==> config.mk <==
export PLATFORM = sky130hd
export DESIGN_NAME = load_cell_tare_scale_deadband_unit_flat
export DESIGN_NICKNAME = d
export VERILOG_FILES = /design/src/lcts_pkg.sv /design/src/lcts_if.sv /design/src/lcts_div.sv /design/src/lcts_datapath.sv /design/src/lcts_ctrl.sv /design/src/load_cell_tare_scale_deadband_unit.sv /design/src/flat_wrapper.sv
export SDC_FILE = /design/constraint.sdc
export NUM_CORES = 1
export LEC_CHECK = 0
export BUFFER_PORTS_ARGS = -buffer_cell sky130_fd_sc_hd__buf_2
export CAP_MARGIN = 10
export CELL_PAD_IN_SITES_DETAIL_PLACEMENT = 0
export CELL_PAD_IN_SITES_GLOBAL_PLACEMENT = 1
export CORE_MARGIN = 2
export CORE_UTILIZATION = 45
export DETAILED_ROUTE_END_ITERATION = 10
export PLACE_DENSITY = 0.83
export SYNTH_ARGS = -nofsm -noshare
export SYNTH_HDL_FRONTEND = slang
export SYNTH_SLANG_ARGS = --single-unit
==> constraint.sdc <==
create_clock -name clk -period 22.6 [get_ports clk]
set_input_delay 1.13 -clock clk [delete_from_list [all_inputs] [get_ports clk]]
set_output_delay 1.13 -clock clk [all_outputs]
set_load 0.05 [all_outputs]
==> src/lcts_pkg.sv <==
package lcts_pkg;

  localparam int SENSORS_DEF      = 4;
  localparam int TARE_REPEATS_DEF = 8;

  localparam int SAMPLE_W = 24;
  localparam int WEIGHT_W = 25;
  localparam int STATUS_W = 3;
  localparam int DIFF_W   = 25;

  localparam logic [1:0] CMD_MEASURE   = 2'd0;
  localparam logic [1:0] CMD_TARE      = 2'd1;
  localparam logic [1:0] CMD_CALIBRATE = 2'd2;
  localparam logic [1:0] CMD_LOAD      = 2'd3;

  localparam logic [2:0] ST_OK        = 3'd0;
  localparam logic [2:0] ST_TARE_RUN  = 3'd1;
  localparam logic [2:0] ST_TARE_DONE = 3'd2;
  localparam logic [2:0] ST_DIV0      = 3'd3;
  localparam logic [2:0] ST_BAD_INDEX = 3'd4;

  typedef struct packed {
    logic [1:0]          command;
    logic [2:0]          sensor;
    logic signed [23:0]  raw_sample;
    logic signed [23:0]  value;
  } req_t;

  typedef struct packed {
    logic [2:0]  sensor_out;
    logic [24:0] weight;
    logic        changed;
    logic [2:0]  status;
  } rsp_t;

  // controller to datapath
  typedef struct packed {
    logic load;      // capture request, start divide if needed
    logic finish;    // commit state, build response
  } dp_cmd_t;

  // datapath to controller
  typedef struct packed {
    logic need_div;
    logic div_done;
  } dp_stat_t;

endpackage

==> src/lcts_if.sv <==
interface lcts_req_if;
  logic          valid;
  logic          ready;
  lcts_pkg::req_t payload;
  modport source (output valid, output payload, input ready);
  modport sink   (input valid, input payload, output ready);
endinterface

interface lcts_rsp_if;
  logic          valid;
  logic          ready;
  lcts_pkg::rsp_t payload;
  modport source (output valid, output payload, input ready);
  modport sink   (input valid, input payload, output ready);
endinterface

==> src/lcts_div.sv <==
// signed restoring divider, one quotient bit per cycle, truncates toward zero
module lcts_div (
  input  logic               clk,
  input  logic               rst,
  input  logic               start,
  input  logic signed [24:0] dividend,
  input  logic signed [23:0] divisor,
  output logic               done,
  output logic signed [25:0] quotient
);
  localparam int N = 25;

  logic [24:0] rem_q;
  logic [24:0] quo_q;
  logic [23:0] den_q;
  logic        neg_q;
  logic [4:0]  cnt;
  logic        busy;
  logic [25:0] trial;
  logic [24:0] shifted;

  always_comb begin
    shifted = {rem_q[23:0], quo_q[24]};
    trial   = {1'b0, shifted} - {2'b00, den_q};
  end

  always_ff @(posedge clk) begin
    if (rst) begin
      busy <= 1'b0;
      done <= 1'b0;
      cnt  <= '0;
    end else begin
      done <= 1'b0;
      if (start) begin
        busy  <= 1'b1;
        cnt   <= 5'(N);
        rem_q <= '0;
        quo_q <= dividend[24] ? 25'(-dividend) : 25'(dividend);
        den_q <= divisor[23] ? 24'(-divisor) : 24'(divisor);
        neg_q <= dividend[24] ^ divisor[23];
      end else if (busy) begin
        if (!trial[25]) begin
          rem_q <= trial[24:0];
          quo_q <= {quo_q[23:0], 1'b1};
        end else begin
          rem_q <= shifted;
          quo_q <= {quo_q[23:0], 1'b0};
        end
        cnt <= cnt - 5'd1;
        if (cnt == 5'd1) begin
          busy <= 1'b0;
          done <= 1'b1;
        end
      end
    end
  end

  assign quotient = neg_q ? -$signed({1'b0, quo_q}) : $signed({1'b0, quo_q});

endmodule

==> src/lcts_datapath.sv <==
module lcts_datapath #(
  parameter int SENSORS      = lcts_pkg::SENSORS_DEF,
  parameter int TARE_REPEATS = lcts_pkg::TARE_REPEATS_DEF
) (
  input  logic               clk,
  input  logic               rst,
  input  logic [23:0]        deadband,
  input  lcts_pkg::req_t     req,
  input  lcts_pkg::dp_cmd_t  cmd,
  output lcts_pkg::dp_stat_t stat,
  output lcts_pkg::rsp_t     rsp
);
  localparam int IDX_W = (SENSORS > 1) ? $clog2(SENSORS) : 1;

  logic signed [23:0] offset_store [SENSORS];
  logic signed [23:0] scale_store  [SENSORS];
  logic [24:0]        last_weight  [SENSORS];
  logic signed [23:0] tare_average;
  logic [7:0]         tare_count;
  logic [2:0]         tare_sensor;
  logic               tare_active;

  lcts_pkg::req_t     r;
  logic               bad;
  logic [IDX_W-1:0]   idx;
  logic signed [23:0] divisor;
  logic               div_done;
  logic signed [25:0] quot;

  assign bad = ({1'b0, req.sensor} >= 4'(SENSORS));
  assign idx = r.sensor[IDX_W-1:0];

  always_comb begin
    stat.div_done = div_done;
    stat.need_div = 1'b0;
    if (!bad) begin
      if (req.command == lcts_pkg::CMD_MEASURE)
        stat.need_div = (scale_store[req.sensor[IDX_W-1:0]] != 24'sd0);
      else if (req.command == lcts_pkg::CMD_CALIBRATE)
        stat.need_div = (req.value != 24'sd0);
    end
  end

  always_ff @(posedge clk) begin
    if (cmd.load) begin
      r       <= req;
      divisor <= (req.command == lcts_pkg::CMD_MEASURE)
                 ? scale_store[req.sensor[IDX_W-1:0]] : req.value;
    end
  end

  lcts_div u_div (
    .clk(clk), .rst(rst), .start(cmd.load && stat.need_div),
    .dividend(25'(req.raw_sample) - 25'(offset_store[req.sensor[IDX_W-1:0]])),
    .divisor((req.command == lcts_pkg::CMD_MEASURE)
             ? scale_store[req.sensor[IDX_W-1:0]] : req.value),
    .done(div_done), .quotient(quot)
  );

  logic               rbad;
  logic signed [24:0] tsum;
  logic [25:0]        dw;
  logic [25:0]        adw;
  assign rbad = ({1'b0, r.sensor} >= 4'(SENSORS));
  assign tsum = 25'(tare_average) + 25'(r.raw_sample);
  assign dw   = 26'(quot) - {1'b0, last_weight[idx]};
  assign adw  = dw[25] ? -dw : dw;

  always_ff @(posedge clk) begin
    if (rst) begin
      for (int i = 0; i < SENSORS; i++) begin
        offset_store[i] <= '0;
        scale_store[i]  <= 24'sd1;
        last_weight[i]  <= '0;
      end
      tare_average <= '0;
      tare_count   <= '0;
      tare_sensor  <= '0;
      tare_active  <= 1'b0;
    end else if (cmd.finish) begin
      rsp.sensor_out <= r.sensor;
      rsp.changed    <= 1'b0;
      rsp.status     <= lcts_pkg::ST_OK;
      rsp.weight     <= '0;
      if (rbad) begin
        rsp.status <= lcts_pkg::ST_BAD_INDEX;
      end else begin
        rsp.weight <= last_weight[idx];
        case (r.command)
          lcts_pkg::CMD_MEASURE: begin
            if (divisor == 24'sd0) begin
              rsp.status <= lcts_pkg::ST_DIV0;
            end else if (!quot[25]) begin
              if (adw > {2'b00, deadband}) begin
                last_weight[idx] <= quot[24:0];
                rsp.weight       <= quot[24:0];
                rsp.changed      <= 1'b1;
              end
            end else if (last_weight[idx] != '0) begin
              last_weight[idx] <= '0;
              rsp.weight       <= '0;
              rsp.changed      <= 1'b1;
            end
          end
          lcts_pkg::CMD_TARE: begin
            logic signed [23:0] avg;
            logic [7:0]         cntn;
            if (!tare_active || tare_sensor != r.sensor) begin
              avg  = r.raw_sample;
              cntn = '0;
            end else begin
              avg  = 24'((tsum + 25'(tsum[24])) >>> 1);
              cntn = tare_count + 8'd1;
            end
            tare_sensor  <= r.sensor;
            tare_average <= avg;
            if (cntn >= 8'(TARE_REPEATS)) begin
              offset_store[idx] <= avg;
              tare_active <= 1'b0;
              tare_count  <= '0;
              rsp.status  <= lcts_pkg::ST_TARE_DONE;
            end else begin
              tare_active <= 1'b1;
              tare_count  <= cntn;
              rsp.status  <= lcts_pkg::ST_TARE_RUN;
            end
          end
          lcts_pkg::CMD_CALIBRATE: begin
            if (divisor == 24'sd0)
              rsp.status <= lcts_pkg::ST_DIV0;
            else if (quot > 26'sd8388607)
              scale_store[idx] <= 24'sd8388607;
            else if (quot < -26'sd8388608)
              scale_store[idx] <= -24'sd8388608;
            else
              scale_store[idx] <= quot[23:0];
          end
          default: begin
            scale_store[idx] <= r.value;
          end
        endcase
      end
    end
  end

endmodule

==> src/lcts_ctrl.sv <==
module lcts_ctrl (
  input  logic               clk,
  input  logic               rst,
  input  logic               in_valid,
  output logic               in_ready,
  output logic               out_valid,
  input  logic               out_ready,
  output lcts_pkg::dp_cmd_t  cmd,
  input  lcts_pkg::dp_stat_t stat
);
  typedef enum logic [1:0] {IDLE, DIVIDE, COMMIT} state_t;
  state_t state;

  assign in_ready   = (state == IDLE) && (!out_valid || out_ready);
  assign cmd.load   = in_valid && in_ready;
  assign cmd.finish = (state == COMMIT);

  always_ff @(posedge clk) begin
    if (rst) begin
      state     <= IDLE;
      out_valid <= 1'b0;
    end else begin
      if (out_valid && out_ready) out_valid <= 1'b0;
      case (state)
        IDLE: if (cmd.load) state <= stat.need_div ? DIVIDE : COMMIT;
        DIVIDE: if (stat.div_done) state <= COMMIT;
        COMMIT: begin
          state     <= IDLE;
          out_valid <= 1'b1;
        end
        default: state <= IDLE;
      endcase
    end
  end

  a_no_accept_busy: assert property (@(posedge clk) disable iff (rst)
    (state != IDLE) |-> !in_ready) else $error("accept while busy");
  a_commit_then_valid: assert property (@(posedge clk) disable iff (rst)
    (state == COMMIT) |=> out_valid) else $error("result lost");
  a_load_leaves_idle: assert property (@(posedge clk) disable iff (rst)
    cmd.load |=> (state != IDLE)) else $error("request dropped");
endmodule

==> src/load_cell_tare_scale_deadband_unit.sv <==
// channel    dir  payload
// req        in   command, sensor, raw_sample, value
// rsp        out  sensor_out, weight, changed, status
// deadband   in   cfg write, 24 bit
// measure and calibrate with a non-zero divisor: the request is captured, the
// bit-serial divider runs while the sequencer waits in DIVIDE, then COMMIT
// registers the result and raises valid; zero divisor, tare, load scale and bad
// index skip the divider and go from IDLE straight to COMMIT
// one request at a time; a new one is taken once the prior result is gone
// or being taken in the same cycle; rst is synchronous: offsets 0, scales 1,
// weights 0, tare idle
module load_cell_tare_scale_deadband_unit #(
  parameter int SENSORS      = lcts_pkg::SENSORS_DEF,
  parameter int TARE_REPEATS = lcts_pkg::TARE_REPEATS_DEF
) (
  input  logic        clk,
  input  logic        rst,
  lcts_req_if.sink    req,
  lcts_rsp_if.source  rsp,
  input  logic        cfg_we,
  input  logic [23:0] cfg_wdata
);
  lcts_pkg::dp_cmd_t  cmd;
  lcts_pkg::dp_stat_t stat;
  logic [23:0]        deadband;

  // deadband register
  always_ff @(posedge clk) begin
    if (rst) deadband <= '0;
    else if (cfg_we) deadband <= cfg_wdata;
  end

  // sequencer
  lcts_ctrl u_ctrl (
    .clk(clk), .rst(rst),
    .in_valid(req.valid), .in_ready(req.ready),
    .out_valid(rsp.valid), .out_ready(rsp.ready),
    .cmd(cmd), .stat(stat)
  );

  // state stores, divider and result register
  lcts_datapath #(.SENSORS(SENSORS), .TARE_REPEATS(TARE_REPEATS)) u_dp (
    .clk(clk), .rst(rst), .deadband(deadband),
    .req(req.payload), .cmd(cmd), .stat(stat), .rsp(rsp.payload)
  );
endmodule
==> src/flat_wrapper.sv <==
// flat-port wrapper written by rule: the top's interface ports become plain ports
module load_cell_tare_scale_deadband_unit_flat 
#(
  parameter int SENSORS      = lcts_pkg::SENSORS_DEF,
  parameter int TARE_REPEATS = lcts_pkg::TARE_REPEATS_DEF
)
  (clk, rst, cfg_we, cfg_wdata, req_valid, req_payload, req_ready, rsp_valid, rsp_payload, rsp_ready);
  lcts_req_if req_i ();
  lcts_rsp_if rsp_i ();
  input  logic clk;
  input  logic rst;
  input  logic cfg_we;
  input  logic [23:0] cfg_wdata;
  input wire logic [$bits(req_i.valid)-1:0] req_valid;
  input wire logic [$bits(req_i.payload)-1:0] req_payload;
  output wire logic [$bits(req_i.ready)-1:0] req_ready;
  output wire logic [$bits(rsp_i.valid)-1:0] rsp_valid;
  output wire logic [$bits(rsp_i.payload)-1:0] rsp_payload;
  input wire logic [$bits(rsp_i.ready)-1:0] rsp_ready;
  assign req_i.valid = req_valid;
  assign req_i.payload = req_payload;
  assign req_ready = req_i.ready;
  assign rsp_valid = rsp_i.valid;
  assign rsp_payload = rsp_i.payload;
  assign rsp_i.ready = rsp_ready;
  load_cell_tare_scale_deadband_unit #(.SENSORS(SENSORS), .TARE_REPEATS(TARE_REPEATS)) u_core (.clk(clk), .rst(rst), .req(req_i), .rsp(rsp_i), .cfg_we(cfg_we), .cfg_wdata(cfg_wdata));
endmodule
== Yosys cells after proc, flatten, opt, wreduce, memory -nomap -nowiden ==
Memory sizes are Yosys's and may differ from the RTL's. A register that Yosys moved wholly into a read port is not among the register bits.
Index checks and enable logic that the tools add are counted.
Cells by class
  add/subtract/negate cells: 11
  order comparisons: 6
  eq/ne operators: 9
  multiplexer cells: 111
  bitwise gates (word level): 9
  reductions and logical operators: 30
Operators by type and width (count)
  2-to-1 mux 24 bit: 13
  2-to-1 mux 26 bit: 7
  2-to-1 mux 25 bit: 5
  2-to-1 mux 1 bit: 66
  2-to-1 mux 8 bit: 6
  nonzero test 24 bit: 2
  OR reduction 24 bit: 2
  greater-than comparator 26 x 24 -> 1 bit: 1
  greater-than comparator 26 x 24 -> 1 bit (second input constant): 1
  < comparator 26 x 24 -> 1 bit (second input constant): 1
  negator 25 -> 26 bit: 1
  negator 26 bit: 1
  subtractor 25 x 24 -> 26 bit: 1
  subtractor 26 x 25 -> 26 bit: 1
  adder 24 x 24 -> 25 bit: 1
  adder 25 x 1 -> 25 bit: 1
  negator 25 bit: 1
  nonzero test 25 bit: 1
  OR reduction 25 bit: 1
  subtractor 24 x 24 -> 25 bit: 1
  zero test 24 bit: 1
  negator 24 bit: 1
  2-to-1 mux 23 bit: 1
  2-to-1 mux 2 bit: 9
  24 further kinds: 50
Word-level totals
  flip-flop bits (word level): 253
  bits in writable memories: 292
  bits of input ports: 82
  output and inout bits: 34
  logic and storage cells: 204
  memories kept: 3
Memories
  u_core.u_dp.last_weight: depth 4, bits a word 25, rd ports 1, clocked after memory_dff 1, write ports 4, line lcts_datapath.sv:17  | logic [24:0] last_weight [SENSORS];
  u_core.u_dp.offset_store: depth 4, bits a word 24, rd ports 1, clocked after memory_dff 0, write ports 4, line lcts_datapath.sv:15  | logic signed [23:0] offset_store [SENSORS];
  u_core.u_dp.scale_store: depth 4, bits a word 24, rd ports 1, clocked after memory_dff 0, write ports 4, line lcts_datapath.sv:16  | logic signed [23:0] scale_store [SENSORS];

== Logic depth before layout (Yosys ltp) ==
Gate-level depths: netlist (run 1).
  word-level depth: 17
  mapped depth: 35
  gate-level depth less buffers: 32

== Modules after synthesis ==
A second synthesis (run 1) with hierarchy kept.
Second synthesis, totals
  cell total of the unflattened synthesis: 2905
  area total of the unflattened synthesis: 31412.6 µm²
By module, submodules not included
  lcts_datapath: times used 1, cells an instance 2150, area an instance 24384.6 µm², seq. area each 12802.3 µm²
  lcts_div: times used 1, cells an instance 661, area an instance 6000.8 µm², seq. area each 2362.3 µm²
  load_cell_tare_scale_deadband_unit: times used 1, cells an instance 77, area an instance 869.6 µm², seq. area each 480.5 µm²
  lcts_ctrl: times used 1, cells an instance 17, area an instance 157.7 µm², seq. area each 60.1 µm²

== Worst setup path after synthesis (run 1) ==
No wires, ideal clock.
  kind: register to register
  start: register u_core.u_dp.u_div.quo_q[0]
  end: memory u_core.u_dp.last_weight[0][0], enable pin
  library setup time: 0.442 ns
  data arrival time: 8.956 ns
  data required time: 22.158 ns
  slack: 13.202 ns
  stages on the path, launching flop included: 34
  path buffers: 3
  clock period less this slack: 9.398 ns
  path through: edfxtp_1 > inv_1 > ha_1 > or3b_2 > or4_4 > or4b_2 > o21ai_0 > xor2_1 > inv_1 > ha_1 > clkbuf_1 > and3_1 > and3_1 > a21oi_1 > inv_1 > a2111oi_0 > a311o_1 > clkbuf_1 > nor2_1 > xnor2_1 > ha_1 > o21a_1 > o21a_1 > o21a_1 > o21a_1 > o21a_1 > o21a_1 > o21ai_0 > nand2b_1 > a31oi_1 > o221ai_1 > nor3_1 > buf_2 > o21ai_0
RTL lines
  start, declared: line lcts_div.sv:14  | logic [24:0] quo_q;
  start signal, assigned: line lcts_div.sv:38  | quo_q <= dividend[24] ? 25'(-dividend) : 25'(dividend);
  start signal, assigned: line lcts_div.sv:44  | quo_q <= {quo_q[23:0], 1'b1};
  start signal, assigned: line lcts_div.sv:47  | quo_q <= {quo_q[23:0], 1'b0};
  end, declared: line lcts_datapath.sv:17

==> results.json, run 1 <==
{
  "clk_path_buf_depth": 3,
  "die_area_sq_um": 71030,
  "crit_type": "flop to flop",
  "hold_viol_final": 0,
  "max_stage_delay_ns": 0.71,
  "finalWirelength_um": 84940,
  "synth_edf_count": 475,
  "cts_buffers": 60,
  "yosys-top-cells-count": "edfxtp_1, nor2_1, inv_1, a21oi_1, nand2_1",
  "gp_congestion": 0.9572,
  "slew-limit-headroom": 0.1994,
  "cts_setup_buffers": 0,
  "io_pins": 116,
  "nets": 3131,
  "worst_ir_drop_vdd_uv": 62.41,
  "syn_area_per_cell_sq_um": 10.95,
  "die_h_um": 266.5,
  "ys_ff_latch": 547,
  "grt_pass1_vias": 22610,
  "setup_slack_ns": 12.48,
  "power.total_uw": 2764,
  "antenna_found_initial": 1,
  "vias": 22690,
  "r2r_slack_ns": 12.48,
  "cp.required_ns": 22.98,
  "multi_input_area_sq_um": 14040,
  "synth_top_area_share": 0.4600,
  "grt_first_pass_wirelength_um": 130300,
  "hp-class": "flop to flop",
  "critPathSlowestCell": "buf_4",
  "fin_crit_sh": 0.4476,
  "power.density_nw_per_um2": 79.94,
  "tightest_slew_ns": 1.198,
  "drv_cap": 0,
  "synthFlopType": "edfxtp_1",
  "htree_num_levels": 2,
  "ys_seq_area_frac": 0.5064,
  "ctsResizeCount": 0,
  "grt_start_max_net_pins": 86,
  "rsz0062_at_grt": "no",
  "hpwl_um": 60640,
  "antenna_left": 0,
  "yosys.cell_count.top_type": "edfxtp_1",
  "synthesis.nets": 3042,
  "hold_buffers": 0,
  "fillers": 6077,
  "fmax_mhz": 98.86,
  "area_delta_synth_final_pct": 11.49,
  "core_area_sq_um": 68470,
  "cp-start-kind": "flop",
  "crit_arrival_ns": 10.50,
  "path_clk_slew_ns": 0.06,
  "rows": 96,
  "insertion_delay_ns": 0.65,
  "io_buffer_count": 115,
  "cts_tree": "built",
  "yosys-top-cells-area": "edfxtp_1, mux4_2, nor2_1",
  "fin_worst_skew_ns": 0.01898,
  "overflow": 0,
  "ys_types": 91,
  "final_cells": 3853,
  "drt-pass1-iter-count": 9,
  "status": "finished, violations left",
  "violations": "DRC",
  "start_util": 0.4529,
  "drt_iter0_drc": 2244,
  "fp.dieW_um": 266.5,
  "grt_usage": 0.2387,
  "viasPerCell": 5.889,
  "seqCellArea_sq_um": 15710,
  "ys_warn_count": 0,
  "finalSetupTns_ns": 0,
  "crit_top_cell": "o21a_1",
  "cp_max_fo": 85,
  "ys_async_sr_fraction": 0,
  "pre_cts_slack_ns": 12.75,
  "p_leak_uw": 0.01313,
  "end_kind": "flop",
  "synth_largest_area_cell": "edfxtp_1",
  "layout-drive-gt1-share": 0.1347,
  "root_buffer": "clkbuf_16",
  "cts.sinks": 547,
  "finalSetupViolations": 0,
  "fin_crit_ns": 10.12,
  "wl_per_cell_um": 22.04,
  "synth_cells": 2832,
  "drv_slew": 0,
  "route.detailed.drc": 1,
  "hold_slack_ns": 0.4741,
  "placed_cells": 3740,
  "syn_area_sq_um": 31010
}
==> critical path: cells and delay by family, from the launching register on <==
family	cells	cell delay, ns
buf+inv	5	1.50
fa+ha+maj	3	0.99
xor+xnor	2	0.61
compound gates	14	3.56
simple gates	8	2.64
flops	1	0.46
==> layout make-up <==
cell class	count	share of cell area
clock buffers	71	0.04549
multi-input cells	1943	0.4060
inverters	209	0.02273
well taps	882	0.03192
clock inverters	40	0.01270
repair buffers	160	0.02678
flip-flops and latches	547	0.4543
diodes	1	0.00007238
==> state kept, by name (all words and copies together), names as in the netlist, 2 cells and up, named ones only <==
register                  cells
u_core.u_dp.tare_count        8
u_core.u_dp.u_div.rem_q      24
u_core.u_dp.u_div.cnt         5
u_core.u_dp.scale_store      96
u_core.u_dp.u_div.den_q      24
u_core.u_dp.rsp              32
u_core.u_ctrl.state           2
u_core.u_dp.r                51
u_core.u_dp.u_div.quo_q      25
u_core.u_dp.last_weight     100
u_core.u_dp.tare_sensor       3
u_core.u_dp.tare_average     24
u_core.u_dp.offset_store     96
u_core.u_dp.divisor          24
u_core.deadband              24
u_core.u_dp.idx               2
==> layer usage <==
metal	vias to the layer above	wire length, um	GRT usage
li1	10580	-	-
met3	206	6050	0.03312
met2	908	40090	0.3938
met5	-	0	0
met1	11000	34310	0.3059
met4	0	4481	0.1265
==> placed cells by master (no fill, tap or decap), types with 65 or more instances in the layout <==
cell type / instances
o21ai_0: 73
buf_2: 113
mux4_2: 72
a21oi_1: 128
nand2_1: 125
ha_1: 124
xor2_1: 65
nor3_1: 109
inv_1: 206
xnor2_1: 122
nor2_1: 421
edfxtp_1: 475
dfxtp_1: 71
mux2i_1: 77
==> final timing paths <==
| kind | from | endpoint | cells past startpoint |
|---|---|---|---|
| min reg2reg | u_core.u_dp.tare_sensor[0] | u_core.u_dp.tare_sensor[0] | 2 |
| max reg2reg | u_core.u_dp.u_div.quo_q[0] | u_core.u_dp.last_weight[1][1] | 32 |
| max | u_core.u_dp.u_div.quo_q[0] | u_core.u_dp.last_weight[1][1] | 32 |
| min | u_core.u_dp.tare_sensor[0] | u_core.u_dp.tare_sensor[0] | 2 |
==> where the power goes <==
part / internal [uW] / switching [uW] / leakage, uW
combinational: 216 / 377 / 0.00686
clock: 588 / 416 / 0.000976
sequential: 1150 / 19.9 / 0.00529
total: 1950 / 813 / 0.0131
==> stage by stage <==
stage                 util  cell area [sq um]
floorplan                -              31010
global placement    0.4753              32540
detailed placement  0.4753              32540
CTS                 0.5047              34560
global route        0.5050              34570
finish              0.5050              34570
==> cell families after synthesis <==
kind of cell               count (synthesis)  synth area share
and+or+nand+nor                          973            0.1492
DFF                                      547            0.5064
AOI/OAI and AO/OA                        484            0.1093
buffers and inverters                    342           0.04341
xor gates and xnor gates                 191           0.05556
muxes                                    163           0.08223
adders and majority gates                132           0.05390
(Power assumes the default switching activity.)
==> run 2: changes to the inputs <==
--- a/config.mk
+++ b/config.mk
@@ -5,6 +5,7 @@
 export SDC_FILE = /design/constraint.sdc
 export NUM_CORES = 1
 export LEC_CHECK = 0
+export ABC_AREA = 1
 export BUFFER_PORTS_ARGS = -buffer_cell sky130_fd_sc_hd__buf_2
 export CAP_MARGIN = 10
 export CELL_PAD_IN_SITES_DETAIL_PLACEMENT = 0
@@ -12,7 +13,7 @@
 export CORE_MARGIN = 2
 export CORE_UTILIZATION = 45
 export DETAILED_ROUTE_END_ITERATION = 10
-export PLACE_DENSITY = 0.83
+export PLACE_DENSITY = 0.86
 export SYNTH_ARGS = -nofsm -noshare
 export SYNTH_HDL_FRONTEND = slang
 export SYNTH_SLANG_ARGS = --single-unit
==> constraint.sdc (replaced) <==
create_clock -name clk -period 9.49 [get_ports clk]
set_input_delay 0.4745 -clock clk [delete_from_list [all_inputs] [get_ports clk]]
set_output_delay 0.4745 -clock clk [all_outputs]
set_load 0.05 [all_outputs]
==> run 2 against run 1 <==
  * The run now ends clean
  * Critical path depth decreased by 1
  * Cell area is 4.0% higher
  * Clock-buffer cell count up 10
  * Clock skew up 0.036 ns
  * Sequential power increased by 140%
  * Hold slack worse by 0.45 ns
  * Non-clock buffer count increased by 15
  * Wire length rose by 11%
  * Largest power group unchanged
==> results.json, run 2 <==
{
  "most-common-layout-cells": "nand2_1, inv_1, edfxtp_1",
  "cp.required_ns": 9.83,
  "finalSetupViolations": 0,
  "drt_iter0_drc": 2761,
  "gp_congestion": 0.9965,
  "r2r_slack_ns": 1.34,
  "antenna_cells": 0,
  "fin_worst_skew_ns": 0.05514,
  "crit_type": "flop to flop",
  "setup_slack_ns": 1.339,
  "hold_end": "u_core.u_dp.r[50]",
  "end_kind": "flop",
  "reg2reg_to": "u_core.u_dp.last_weight[3][15]",
  "nets": 4082,
  "cts.sinks": 547,
  "layout-drive-gt1-share": 0.09126,
  "status": "complete, no violations",
  "synthesis.nets": 4010,
  "synth_top_area_share": 0.4417,
  "antenna_left": 0,
  "post_dp_cell_area_sq_um": 33870,
  "io_pins": 116,
  "io_buffer_count": 115,
  "synth_edf_count": 475,
  "path_clk_slew_ns": 0.06,
  "tightest_slew_ns": 1.215,
  "cp.buffers_inverters": 6,
  "insertion_delay_ns": 0.67,
  "grt_usage": 0.2506,
  "hp-class": "primary input to flop",
  "drt-pass1-iter-count": 8,
  "synthFlopType": "edfxtp_1",
  "finalWirelength_um": 94490,
  "p_leak_uw": 0.01569,
  "grt_start_max_net_pins": 72,
  "hold_buffers": 0,
  "cts_setup_buffers": 0,
  "yosys-top-cells-count": "nand2_1, inv_1, edfxtp_1, nor2_1, a21oi_1",
  "top_register": "u_core.u_dp.last_weight",
  "rsz0062_at_grt": "no",
  "area_delta_synth_final_pct": 11.37,
  "vias": 26930,
  "cp_top_family": "simple AND/OR/NAND/NOR gates",
  "fmax_mhz": 122.7,
  "hpwl_um": 66990,
  "worst_ir_drop_vdd_uv": 158.9,
  "clk_path_buf_depth": 3,
  "fin_crit_sh": 0.8589,
  "cp-start-kind": "flop",
  "syn_area_sq_um": 32290,
  "worstHoldPathCells": 1,
  "cts_tree": "built",
  "drv_slew": 0,
  "viasPerCell": 5.527,
  "hold_viol_final": 0,
  "cp_max_fo": 15,
  "ys_types": 58,
  "grt_pass1_vias": 24950,
  "ys_warn_count": 0,
  "reg.largest.list": "u_core.u_dp.last_weight: 100 flops, u_core.u_dp.offset_store: 96 flops, u_core.u_dp.scale_store: 96 flops",
  "synth_largest_area_cell": "edfxtp_1",
  "ys_seq_area_frac": 0.4863,
  "crit_top_cell": "nand2_1",
  "cts_buffers": 59,
  "final_area_sq_um": 35970,
  "ys_async_sr_fraction": 0,
  "fin_crit_ns": 8.151,
  "die_area_sq_um": 73920,
  "hold_slack_ns": 0.02688,
  "final_common_cell": "nand2_1",
  "core_area_sq_um": 71240,
  "antenna_found_initial": 2,
  "overflow": 0,
  "crit_arrival_ns": 8.49,
  "htree_num_levels": 2,
  "reg2reg_from": "u_core.u_dp.u_div.quo_q[0]",
  "hp-start": "req_payload[50]",
  "start_util": 0.4533,
  "root_buffer": "clkbuf_16",
  "die_h_um": 271.9,
  "route.detailed.drc": 0,
  "power.density_nw_per_um2": 194.7,
  "slew-limit-headroom": 0.1870,
  "drv_cap": 0,
  "grt_first_pass_wirelength_um": 144200,
  "synth_cells": 3800,
  "yosys.cell_count.top_type": "nand2_1",
  "yosys-top-cells-area": "edfxtp_1, nand2_1, inv_1",
  "rows": 98,
  "ctsResizeCount": 0,
  "worst-r2r-cell-count": 31,
  "max_stage_delay_ns": 0.58,
  "pre_cts_slack_ns": 1.540,
  "critPathSlowestCell": "nor2_2",
  "finalSetupTns_ns": 0,
  "largest_reg_flops": 100,
  "syn_area_per_cell_sq_um": 8.499,
  "wl_per_cell_um": 19.39,
  "ys_ff_latch": 547,
  "fp.dieW_um": 271.9
}
[run 2: area by class of cell]
type	instances	area, sq um
fillers	6744	35270
clock inverters	31	429.2
clock buffers	81	1639
multi-input cells	2538	13890
well taps	950	1189
repair buffers	175	1049
inverters	551	2069
flip-flops and latches	547	15710
[run 2: worst register-to-register path, delay by kind of cell, from the launching register on]
kind | cells | cell delay [ns]
AND/OR/NAND/NOR | 18 | 3.98
adder cells (fa/ha/maj) | 3 | 0.99
XOR/XNOR | 2 | 0.59
buffers and inverters | 6 | 1.20
flip-flops | 1 | 0.43
AO/OA/AOI/OAI | 2 | 0.64
[run 2: cells by family (layout without fill, tap and decap cells)]
| kind of cell | after synthesis | in the layout | synth area share |
|---|---|---|---|
| and+or+nand+nor | 1589 | 1589 | 0.2120 |
| buffers and inverters | 715 | 838 | 0.08543 |
| AOI/OAI and AO/OA | 652 | 652 | 0.1196 |
| DFF | 547 | 547 | 0.4863 |
| xor gates and xnor gates | 162 | 162 | 0.04393 |
| adders and majority gates | 128 | 128 | 0.05052 |
| muxes | 7 | 7 | 0.002170 |
[run 2: stage by stage]
stage | instances | total power, uW | utilization
after global routing | 4873 | 7330 | 0.5049
after floorplan | 3800 | 4078 | -
after detailed placement | 4760 | 4566 | 0.4754
after global placement | 4760 | 4556 | 0.4754
final | 4873 | 7001 | 0.5049
after CTS | 4872 | 7007 | 0.5045
[run 2: layer usage]
layer	track usage	up-vias	wire, um
met5	0	-	10
met4	0.07577	2	2700
met3	0.04655	166	8786
met2	0.3931	1136	41910
met1	0.3531	12620	41080
li1	-	13010	-
[run 2: where the power goes]
group / total [uW] / switching (uW) / internal, uW
Combinational: 1750 / 1210 / 548
Clock: 2460 / 1020 / 1440
Sequential: 2790 / 47.4 / 2740
[run 2: how the worst max path moves through the flow]
stage,depth (start not counted),end,start,slack (ns)
2_1_floorplan,30,u_core.u_dp.last_weight[3][0],u_core.u_dp.u_div.quo_q[0],2.73
3_3_place_gp,29,u_core.u_dp.last_weight[3][5],u_core.u_dp.u_div.quo_q[0],1.71
3_5_place_dp,29,u_core.u_dp.last_weight[3][15],u_core.u_dp.u_div.quo_q[0],1.54
4_1_cts,29,u_core.u_dp.last_weight[3][9],u_core.u_dp.u_div.quo_q[0],1.52
5_1_grt,39,u_core.u_dp.last_weight[3][6],u_core.u_dp.u_div.quo_q[0],0.81
6_report,31,u_core.u_dp.last_weight[3][15],u_core.u_dp.u_div.quo_q[0],1.34
